## config.mk

```make
export PLATFORM = sky130hd
export DESIGN_NAME = crc_packet_deframer_core_flat
export DESIGN_NICKNAME = d
export VERILOG_FILES = /design/src/sv/crcd_pkg.sv /design/src/sv/crcd_req_if.sv /design/src/sv/crcd_rsp_if.sv /design/src/sv/crc_packet_deframer_core.sv /design/src/flat_wrapper.sv
export SDC_FILE = /design/constraint.sdc
export NUM_CORES = 1
export LEC_CHECK = 0
export BUFFER_PORTS_ARGS = -buffer_cell sky130_fd_sc_hd__buf_4
export CAP_MARGIN = 20
export CORE_MARGIN = 1
export CORE_UTILIZATION = 55
export DETAILED_ROUTE_END_ITERATION = 7
export PLACE_DENSITY_LB_ADDON = 0.15
export SLEW_MARGIN = 20
export SYNTH_ARGS = -nofsm -noshare
export SYNTH_HDL_FRONTEND = slang
export SYNTH_SLANG_ARGS = --single-unit
```

## constraint.sdc

```tcl
create_clock -name clock -period 5.9 [get_ports clock]
set_clock_uncertainty 0.05 [all_clocks]
set_input_delay 1.77 -clock clock [delete_from_list [all_inputs] [get_ports clock]]
set_output_delay 1.77 -clock clock [all_outputs]
set_load 0.01 [all_outputs]
```

## src/sv/crcd_pkg.sv

```systemverilog
// Package for the CRC packet deframer: frame constants, CRC-16 byte update,
// word payload types. No dependencies.
package crcd_pkg;

   localparam logic [7:0]  SYNC_BYTE      = 8'h42;
   localparam logic [7:0]  BROADCAST_ADDR = 8'hff;
   localparam logic [15:0] CRC_POLY       = 16'h1021;

   localparam logic [7:0]  STATION_ADDR_RESET = 8'd254;
   localparam logic [15:0] MAX_LEN_RESET      = 16'd280;

   // Register indexes on the csr port
   localparam logic CSR_STATION_ADDR = 1'b0;
   localparam logic CSR_MAX_LEN      = 1'b1;

   typedef enum logic [2:0] {
      VERDICT_NONE     = 3'd0,
      VERDICT_ACCEPT   = 3'd1,
      VERDICT_ADDR_ERR = 3'd2,
      VERDICT_CRC_ERR  = 3'd3,
      VERDICT_LEN_ERR  = 3'd4
   } verdict_type;

   typedef struct packed {
      logic [7:0] rx_byte;
   } req_word_type;

   typedef struct packed {
      logic        payload_valid;
      logic [7:0]  payload_byte;
      logic [15:0] payload_index;
      logic        frame_end;
      verdict_type verdict;
      logic [7:0]  frame_type;
      logic [15:0] frame_len;
      logic [7:0]  frame_address;
      logic        is_broadcast;
   } rsp_word_type;

   // CRC-16, MSB first, one byte per call
   function automatic logic [15:0] crc_byte(input logic [15:0] crc, input logic [7:0] data);
      logic [15:0] c;
      logic        top;
      c = crc;
      for (int k = 0; k < 8; k++) begin
         top = c[15] ^ data[7-k];
         c   = {c[14:0], 1'b0};
         if (top) begin
            c = c ^ CRC_POLY;
         end
      end
      return c;
   endfunction

   // CRC after the sync byte alone
   localparam logic [15:0] CRC_AFTER_SYNC = crc_byte(16'h0000, SYNC_BYTE);

endpackage

```

## src/sv/crcd_req_if.sv

```systemverilog
// Request channel of the deframer: one received byte per word.
// Depends on crcd_pkg.
interface crcd_req_if import crcd_pkg::*; ();
   logic         valid;
   logic         ready;
   req_word_type payload;

   modport source (output valid, output payload, input ready);
   modport sink   (input valid, input payload, output ready);
endinterface

```

## src/sv/crcd_rsp_if.sv

```systemverilog
// Response channel of the deframer: one parse result per word.
// Depends on crcd_pkg.
interface crcd_rsp_if import crcd_pkg::*; ();
   logic         valid;
   logic         ready;
   rsp_word_type payload;

   modport source (output valid, output payload, input ready);
   modport sink   (input valid, input payload, output ready);
endinterface

```

## src/sv/crc_packet_deframer_core.sv

```systemverilog
// Top level of the CRC packet deframer: byte parser, running CRC-16, verdict.
// Depends on crcd_pkg, crcd_req_if and crcd_rsp_if.
//
//   channel | direction | word
//   --------+-----------+-----------------------------------------------------
//   req     | in        | rx_byte, one serial byte
//   rsp     | out       | payload byte/index, frame_end, verdict, header fields
//   csr     | in        | write enable, index, 16-bit data (address, max length)
//
// Each byte passes through the input register, then through the parse step
// into the result register. One byte a cycle is sustained while rsp does not
// stall. Reset is synchronous and active high; it restores the register
// defaults and puts the parser in idle. A stall on rsp holds the result
// register, and req drops ready once the input register also holds a byte.
module crc_packet_deframer_core import crcd_pkg::*; (
   input  logic        clock,
   input  logic        reset,
   crcd_req_if.sink    req,
   crcd_rsp_if.source  rsp,
   input  logic        csr_write_en,
   input  logic        csr_index,
   input  logic [15:0] csr_wdata
);

   typedef enum logic [2:0] {
      PH_IDLE, PH_HEADER, PH_LEN_LO, PH_LEN_HI, PH_TYPE, PH_DATA, PH_CRC_LO, PH_CRC_HI
   } phase_type;

   // Configuration
   logic [7:0]  station_addr_ff;
   logic [15:0] max_len_ff;

   // Input register
   logic        stage_vld_ff, stage_vld_in;
   logic [7:0]  stage_byte_ff;

   // Parser state
   phase_type   phase_ff, phase_in;
   logic [7:0]  addr_ff, addr_in;
   logic [15:0] len_ff, len_in;
   logic [7:0]  type_ff, type_in;
   logic [15:0] count_ff, count_in;
   logic [15:0] crc_ff, crc_in;
   logic [7:0]  crc_lo_ff, crc_lo_in;

   // Result register
   logic         rsp_vld_ff, rsp_vld_in;
   rsp_word_type rsp_word_ff, rsp_word_in;

   logic        out_free;
   logic        advance;
   logic        req_take;
   logic [7:0]  b;
   logic [15:0] crc_upd;
   logic [15:0] new_len;
   logic [15:0] count_inc;
   logic [15:0] rx_crc;

   // A byte moves from the input register to the result register when the
   // result register is empty or being drained this cycle.
   assign out_free  = !rsp_vld_ff || rsp.ready;
   assign advance   = stage_vld_ff && out_free;
   assign req.ready = !stage_vld_ff || out_free;
   assign req_take  = req.valid && req.ready;

   assign rsp.valid   = rsp_vld_ff;
   assign rsp.payload = rsp_word_ff;

   assign b         = stage_byte_ff;
   assign crc_upd   = crc_byte(crc_ff, b);
   assign new_len   = {b, len_ff[7:0]};
   assign count_inc = count_ff + 16'd1;
   assign rx_crc    = {b, crc_lo_ff};

   always_comb begin
      phase_in  = phase_ff;
      addr_in   = addr_ff;
      len_in    = len_ff;
      type_in   = type_ff;
      count_in  = count_ff;
      crc_in    = crc_ff;
      crc_lo_in = crc_lo_ff;

      rsp_word_in               = '0;
      rsp_word_in.verdict       = VERDICT_NONE;

      case (phase_ff)
         PH_IDLE: begin
            if (b == SYNC_BYTE) begin
               addr_in  = '0;
               len_in   = '0;
               type_in  = '0;
               count_in = '0;
               crc_in   = CRC_AFTER_SYNC;
               phase_in = PH_HEADER;
            end
         end
         PH_HEADER: begin
            // a repeated sync keeps waiting for the address
            if (b != SYNC_BYTE) begin
               addr_in  = b;
               crc_in   = crc_byte(CRC_AFTER_SYNC, b);
               phase_in = PH_LEN_LO;
            end
         end
         PH_LEN_LO: begin
            len_in   = {8'h00, b};
            crc_in   = crc_upd;
            phase_in = PH_LEN_HI;
         end
         PH_LEN_HI: begin
            len_in = new_len;
            crc_in = crc_upd;
            // drop an oversize frame right here
            if (new_len > max_len_ff) begin
               rsp_word_in.frame_end = 1'b1;
               rsp_word_in.verdict   = VERDICT_LEN_ERR;
               phase_in              = PH_IDLE;
            end else begin
               phase_in = PH_TYPE;
            end
         end
         PH_TYPE: begin
            type_in  = b;
            crc_in   = crc_upd;
            count_in = '0;
            phase_in = (len_ff != 16'd0) ? PH_DATA : PH_CRC_LO;
         end
         PH_DATA: begin
            rsp_word_in.payload_valid = 1'b1;
            rsp_word_in.payload_byte  = b;
            rsp_word_in.payload_index = count_ff;
            crc_in   = crc_upd;
            count_in = count_inc;
            if (count_inc >= len_ff) begin
               phase_in = PH_CRC_LO;
            end
         end
         PH_CRC_LO: begin
            crc_lo_in = b;
            phase_in  = PH_CRC_HI;
         end
         PH_CRC_HI: begin
            // address is judged before the CRC
            rsp_word_in.frame_end = 1'b1;
            if (addr_ff != station_addr_ff && addr_ff != BROADCAST_ADDR) begin
               rsp_word_in.verdict = VERDICT_ADDR_ERR;
            end else if (rx_crc != crc_ff) begin
               rsp_word_in.verdict = VERDICT_CRC_ERR;
            end else begin
               rsp_word_in.verdict = VERDICT_ACCEPT;
            end
            phase_in = PH_IDLE;
         end
         default: begin
            phase_in = PH_IDLE;
         end
      endcase

      rsp_word_in.frame_type    = type_in;
      rsp_word_in.frame_len     = len_in;
      rsp_word_in.frame_address = addr_in;
      rsp_word_in.is_broadcast  = (addr_in == BROADCAST_ADDR);
   end

   assign stage_vld_in = req_take || (stage_vld_ff && !out_free);
   assign rsp_vld_in   = advance || (rsp_vld_ff && !rsp.ready);

   always_ff @(posedge clock) begin
      if (reset) begin
         station_addr_ff <= STATION_ADDR_RESET;
         max_len_ff      <= MAX_LEN_RESET;
         stage_vld_ff    <= 1'b0;
         rsp_vld_ff      <= 1'b0;
         phase_ff        <= PH_IDLE;
         addr_ff         <= '0;
         len_ff          <= '0;
         type_ff         <= '0;
         count_ff        <= '0;
         crc_ff          <= '0;
         crc_lo_ff       <= '0;
      end else begin
         // configuration writes take effect at once
         if (csr_write_en) begin
            case (csr_index)
               CSR_STATION_ADDR: station_addr_ff <= csr_wdata[7:0];
               CSR_MAX_LEN:      max_len_ff      <= csr_wdata;
               default:          max_len_ff      <= max_len_ff;
            endcase
         end
         stage_vld_ff <= stage_vld_in;
         rsp_vld_ff   <= rsp_vld_in;
         // advance the parser only when the word moves into the result register
         if (advance) begin
            phase_ff  <= phase_in;
            addr_ff   <= addr_in;
            len_ff    <= len_in;
            type_ff   <= type_in;
            count_ff  <= count_in;
            crc_ff    <= crc_in;
            crc_lo_ff <= crc_lo_in;
         end
      end
      if (req_take) begin
         stage_byte_ff <= req.payload.rx_byte;
      end
      if (advance) begin
         rsp_word_ff <= rsp_word_in;
      end
   end

endmodule

```

## src/flat_wrapper.sv

```systemverilog
// flat-port wrapper written by rule: the top's interface ports become plain ports
module crc_packet_deframer_core_flat import crcd_pkg::*;
  (clock, reset, csr_write_en, csr_index, csr_wdata, req_valid, req_payload, req_ready, rsp_valid, rsp_payload, rsp_ready);
  crcd_req_if req_i ();
  crcd_rsp_if rsp_i ();
  input  logic clock;
  input  logic reset;
  input  logic csr_write_en;
  input  logic csr_index;
  input  logic [15:0] csr_wdata;
  input wire logic [$bits(req_i.valid)-1:0] req_valid;
  input wire logic [$bits(req_i.payload)-1:0] req_payload;
  output wire logic [$bits(req_i.ready)-1:0] req_ready;
  output wire logic [$bits(rsp_i.valid)-1:0] rsp_valid;
  output wire logic [$bits(rsp_i.payload)-1:0] rsp_payload;
  input wire logic [$bits(rsp_i.ready)-1:0] rsp_ready;
  assign req_i.valid = req_valid;
  assign req_i.payload = req_payload;
  assign req_ready = req_i.ready;
  assign rsp_valid = rsp_i.valid;
  assign rsp_payload = rsp_i.payload;
  assign rsp_i.ready = rsp_ready;
  crc_packet_deframer_core u_core (.clock(clock), .reset(reset), .req(req_i), .rsp(rsp_i), .csr_write_en(csr_write_en), .csr_index(csr_index), .csr_wdata(csr_wdata));
endmodule
```

==> flow_results.org <==
** Status
- Result of the run :: finished with violations
- Violations in the final reports :: DRC

** Floorplan
- The region available for standard cell placement spans ~15000 um2.
- Die extent in y :: around 130 um
- The die is approximately 130 um wide.
- Number of placed I/O pins :: 94
- Std-Cell Rows :: 44
- The initial utilization of the core area, before any placement, comes to 57.02%.
- Total die area :: about 16000 um2

** Timing
- Transition time at the pin with the least slew margin :: about 1.0 ns
- Setup violators final :: 0
- The worst pin sits at a relative slew slack of roughly 31%.
- Crit share post-route :: a little over two thirds
- Post-route worst hold slack :: slightly above 0.4 ns
- In the post-route analysis, the smallest setup slack over all paths is roughly 1.7 ns.
- Static timing analysis puts the maximum clock frequency at around 240 MHz.
- Setup tns final :: 0 ns
- Minimum clock period after layout :: 4.167 ns
- Setup repair after global routing left no endpoint under its margin.
- The final number of hold-violating endpoints was 0.
- Count of pins over their slew limit :: 0

** Global route
- The first global-routing pass estimated between 30 and 40 mm of wire.
- The via count of the first global-routing pass is ~6400.
- Across every metal layer, demand over resource in global routing totals between 20% and 30%.
- Layer carrying the most global-route usage :: met2
- Global routing used between 40% and 50% of the available met2 tracks.
- Global-route met1 utilization :: a little over a third
- Global routing finished with a remaining overflow of 0.
- Entering global routing, the biggest net connects 86 pins.
- Initial antenna violation count :: 0
- Met3 track demand over resource in global routing :: 5.263%

** Clock network
- Number of buffers inserted by post-CTS setup repair :: 0
- The later pin in the worst-skew pair is clocked with a latency of between 0.4 and 0.5 ns.
- The tree built by TritonCTS fans out to about 170 sinks.
- Clock-pin slew of the registers on the worst-case setup and hold paths :: 0.06 ns
- TritonCTS built the clock tree.
- TritonCTS Buffers :: 17
- Number of buffers inserted by hold repair at cts :: 0
- The number of gates resized after CTS was 0.
- The clock passes through at most 2 buffers.
- Buffer type at the clock tree root :: clkbuf_16
- The H-tree generated during clock tree synthesis spans 4 levels.

** Detailed routing
- The first detailed-routing pass ran for 8 iterations.
- After the first detailed-routing iteration, the DRC count stood at 680.
- Wirelength per Cell :: about 19 um
- For this block, the routed nets add up to between 20 and 25 mm of wire.
- Antenna violation net count after detailed routing :: 0
- After detailed routing, the number of vias per cell comes to about 6.0.
- For this block, the via count after detailed routing is ~6600.
- For this run, design rule violations remaining after detail routing come to 9.

** Setup path
- R2R cell count :: 12
- Tracing the worst setup path back leads to its startpoint at rsp_ready.
- The worst setup path is launched from an input port.
- Largest fanout on the critical path :: 4
- CP arrival :: between 2 and 2.5 ns
- The critical path in this run is classified as input port to primary output.
- Worst flop-to-flop path startpoint :: u_core.count_ff[5]
- Across all register-to-register paths, the minimum setup slack is approximately 2.7 ns.
- In this run the worst setup path terminates at req_ready.
- Worst setup EP type :: primary output
- At the worst endpoint, the required time is 4.08 ns.
- The endpoint identified for the worst register-to-register timing path is u_core.phase_ff[1].

** Power
- Clock network power share :: between 40% and 50%
- Total power per unit cell area :: 267.5 nW/um2
- Net switching is a little under a quarter of the power.
- Power spent charging and discharging nets :: approximately 610 uW
- Cell Int Power :: around 2.0 mW
- Static Leakage :: a little under 4 nW
- Combinational logic is responsible for slightly above 6% of the overall power.
- Total power for the finished layout comes to between 2 and 3 mW.
- Sequential cells burn about half of the power.
- VDD sags by at most 214.0 uV.

** Yosys
- After synthesis, flip-flops and latches occupy 49.20% of the total area.
- Net count of the mapped netlist :: 903
- Synthesized instance count :: 840
- After synthesis the cells add up to 8382 um2.
- Of all flip-flops after synthesis, the portion carrying an async set or reset was 0%.
- In this run, synthesis inferred 70 flip-flops with an integrated enable.
- In this run, distinct cell masters in the synthesized netlist total 68.
- For this run, the leading register cell type out of synthesis is dfxtp_1.
- A synthesized cell averages 9.978 um2.
- Warnings, synthesis :: 0
- Yosys reg bits :: 171

** Worst hold path
- Worst hold path type :: flop to flop

** Placed design
- Placed Cells incl. Taps :: between 1000 and 1500
- OpenSTA, run right after detailed placement, puts the worst setup slack at 1.657 ns.
- Instance area at placement :: just over 9000 um2
- The wire-length estimate of the detail-placed layout is 13.54 mm.
- Global placement routability congestion :: 0.8607
- Input and output buffers added on the ports amount to between 90 and 100.

** Layout
- Once layout is done, the placed cells without fillers occupy 9702 um2.
- Fraction of final layout cells sized beyond drive strength 1 :: roughly 16%
- Layout Area Growth over Synthesis :: 15.75%
- The number of antenna diodes in the final layout is 0.
- Measured on the finished design, the core utilization comes to between 60% and 70%.
- # nets final :: around 970
- Final-layout fill cell count :: ~1200
- The finished layout holds 1101 standard cells, fillers aside.

** Flow run
- Across the run, the number of max-cap violations was 0.
==> power groups by stage <==
| stage | Combinational [mW] | Clock (mW) | Sequential (mW) |
|---|---|---|---|
| global route | 0.175 | 1.19 | 1.30 |
| CTS | 0.160 | 1.14 | 1.30 |
| detailed placement | 0.158 | 0 | 1.33 |
| global placement | 0.153 | 0 | 1.32 |
| floorplan | 0.0941 | 0 | 1.32 |
| finish | 0.160 | 1.14 | 1.30 |
==> cells in the mapped netlist, types with 3 or more instances <==
cell type  instances  area share [%]
a211oi_1           3            0.27
a211oi_2           4            0.60
a21o_1             6            0.54
a21oi_1           47             2.8
a22o_1            30             3.1
a22oi_1           34             3.0
and2_1            29             2.2
and3_1             4            0.30
buf_1              4            0.18
buf_2             10            0.60
clkbuf_1          35             1.6
dfxtp_1          101              24
edfxtp_1          70              25
ha_1              33             4.9
inv_1             38             1.7
mux2i_1           20             2.4
nand2_1           73             3.3
nand2b_1           5            0.37
nand3_1           12            0.72
nand4_1           10            0.75
nor2_1            94             4.2
nor3_1            14            0.84
nor4_1             9            0.67
o211a_1            3            0.36
o211ai_1           8            0.72
o21ai_0           17             1.0
o221ai_1           4            0.42
o2bb2ai_1          4            0.42
or2_2              3            0.22
or3_1              5            0.37
xnor2_1           24             2.5
xor2_1            40             4.2
==> kinds of logic (layout without fill, tap and decap cells) <==
kind of cell               after synthesis  count (layout)  synth area share (%)
and+or+nand+nor                        272             272                 15.67
buffers and inverters                   93             170                 4.702
adders and majority gates               33              33                 4.926
xor gates and xnor gates                65              65                 7.016
DFF                                    171             171                 49.20
muxes                                   20              20                 2.388
AOI/OAI and AO/OA                      186             186                 16.09
==> cells in the final DEF, fill, tap and decap left out, types with 4 or more instances in the layout <==
cell type	Yosys	routed
o2bb2ai_1	4	4
dfxtp_1	101	101
nand4_1	10	10
nor3_1	14	14
and2_1	29	29
o211ai_1	8	8
mux2i_1	20	20
ha_1	33	33
xnor2_1	24	23
nor2_1	94	94
clkbuf_16	0	18
xor2_1	40	40
inv_1	38	38
a22o_1	30	30
o221ai_1	4	4
nand3_1	12	12
a21oi_1	47	47
a22oi_1	34	34
a211oi_2	4	4
nor4_1	9	9
o21ai_0	17	17
or3_1	5	5
and3_1	4	4
buf_4	0	98
nand2_1	73	73
nand2b_1	5	5
edfxtp_1	70	70
a21o_1	6	6
==> worst min path at each step <==
stage | from | endpoint | cells after the start
after global routing | u_core.max_len_ff[9] | u_core.max_len_ff[9] | 2
after CTS | u_core.max_len_ff[14] | u_core.max_len_ff[14] | 2
final | u_core.max_len_ff[14] | u_core.max_len_ff[14] | 2
after detailed placement | u_core.max_len_ff[5] | u_core.max_len_ff[5] | 2
after floorplan | u_core.max_len_ff[10] | u_core.max_len_ff[10] | 2
after global placement | u_core.max_len_ff[7] | u_core.max_len_ff[7] | 2
==> worst max-delay path, cell delays in order <==
cell	delay (ns)
buf_4	0.11
nor2b_1	0.21
nand2_1	0.10
buf_4	0.15
==> layout make-up <==
cell class              instances  area, um2  share of cell area, %
clock buffers                  19      454.2                  4.681
clock inverters                13      136.4                  1.406
inverters                      40      150.1                  1.548
multi-input cells             576       3871                  39.90
flip-flops and latches        171       4124                  42.51
well taps                     184      230.2                  2.373
repair buffers                 98      735.7                  7.583
==> state kept, by name, summed over array words and instances, names as in the netlist <==
name / count
u_core.rsp.payload: 62
u_core.count_ff: 16
u_core.max_len_ff: 16
u_core.type_ff: 8
u_core.phase_ff: 3
u_core.b: 8
u_core.addr_ff: 8
u_core.rsp.valid: 1
u_core.crc_lo_ff: 8
u_core.station_addr_ff: 8
u_core.len_ff: 16
u_core.crc_ff: 16
u_core.stage_vld_ff: 1
==> layer usage <==
| metal | part of all wire [%] | vias to the layer above |
|---|---|---|
| li1 | - | 3133 |
| met1 | 44 | 3173 |
| met2 | 47 | 279 |
| met3 | 6.9 | 43 |
| met4 | 2.7 | 0 |
| met5 | 0 | - |
Power figures use the tool's default switching activity.
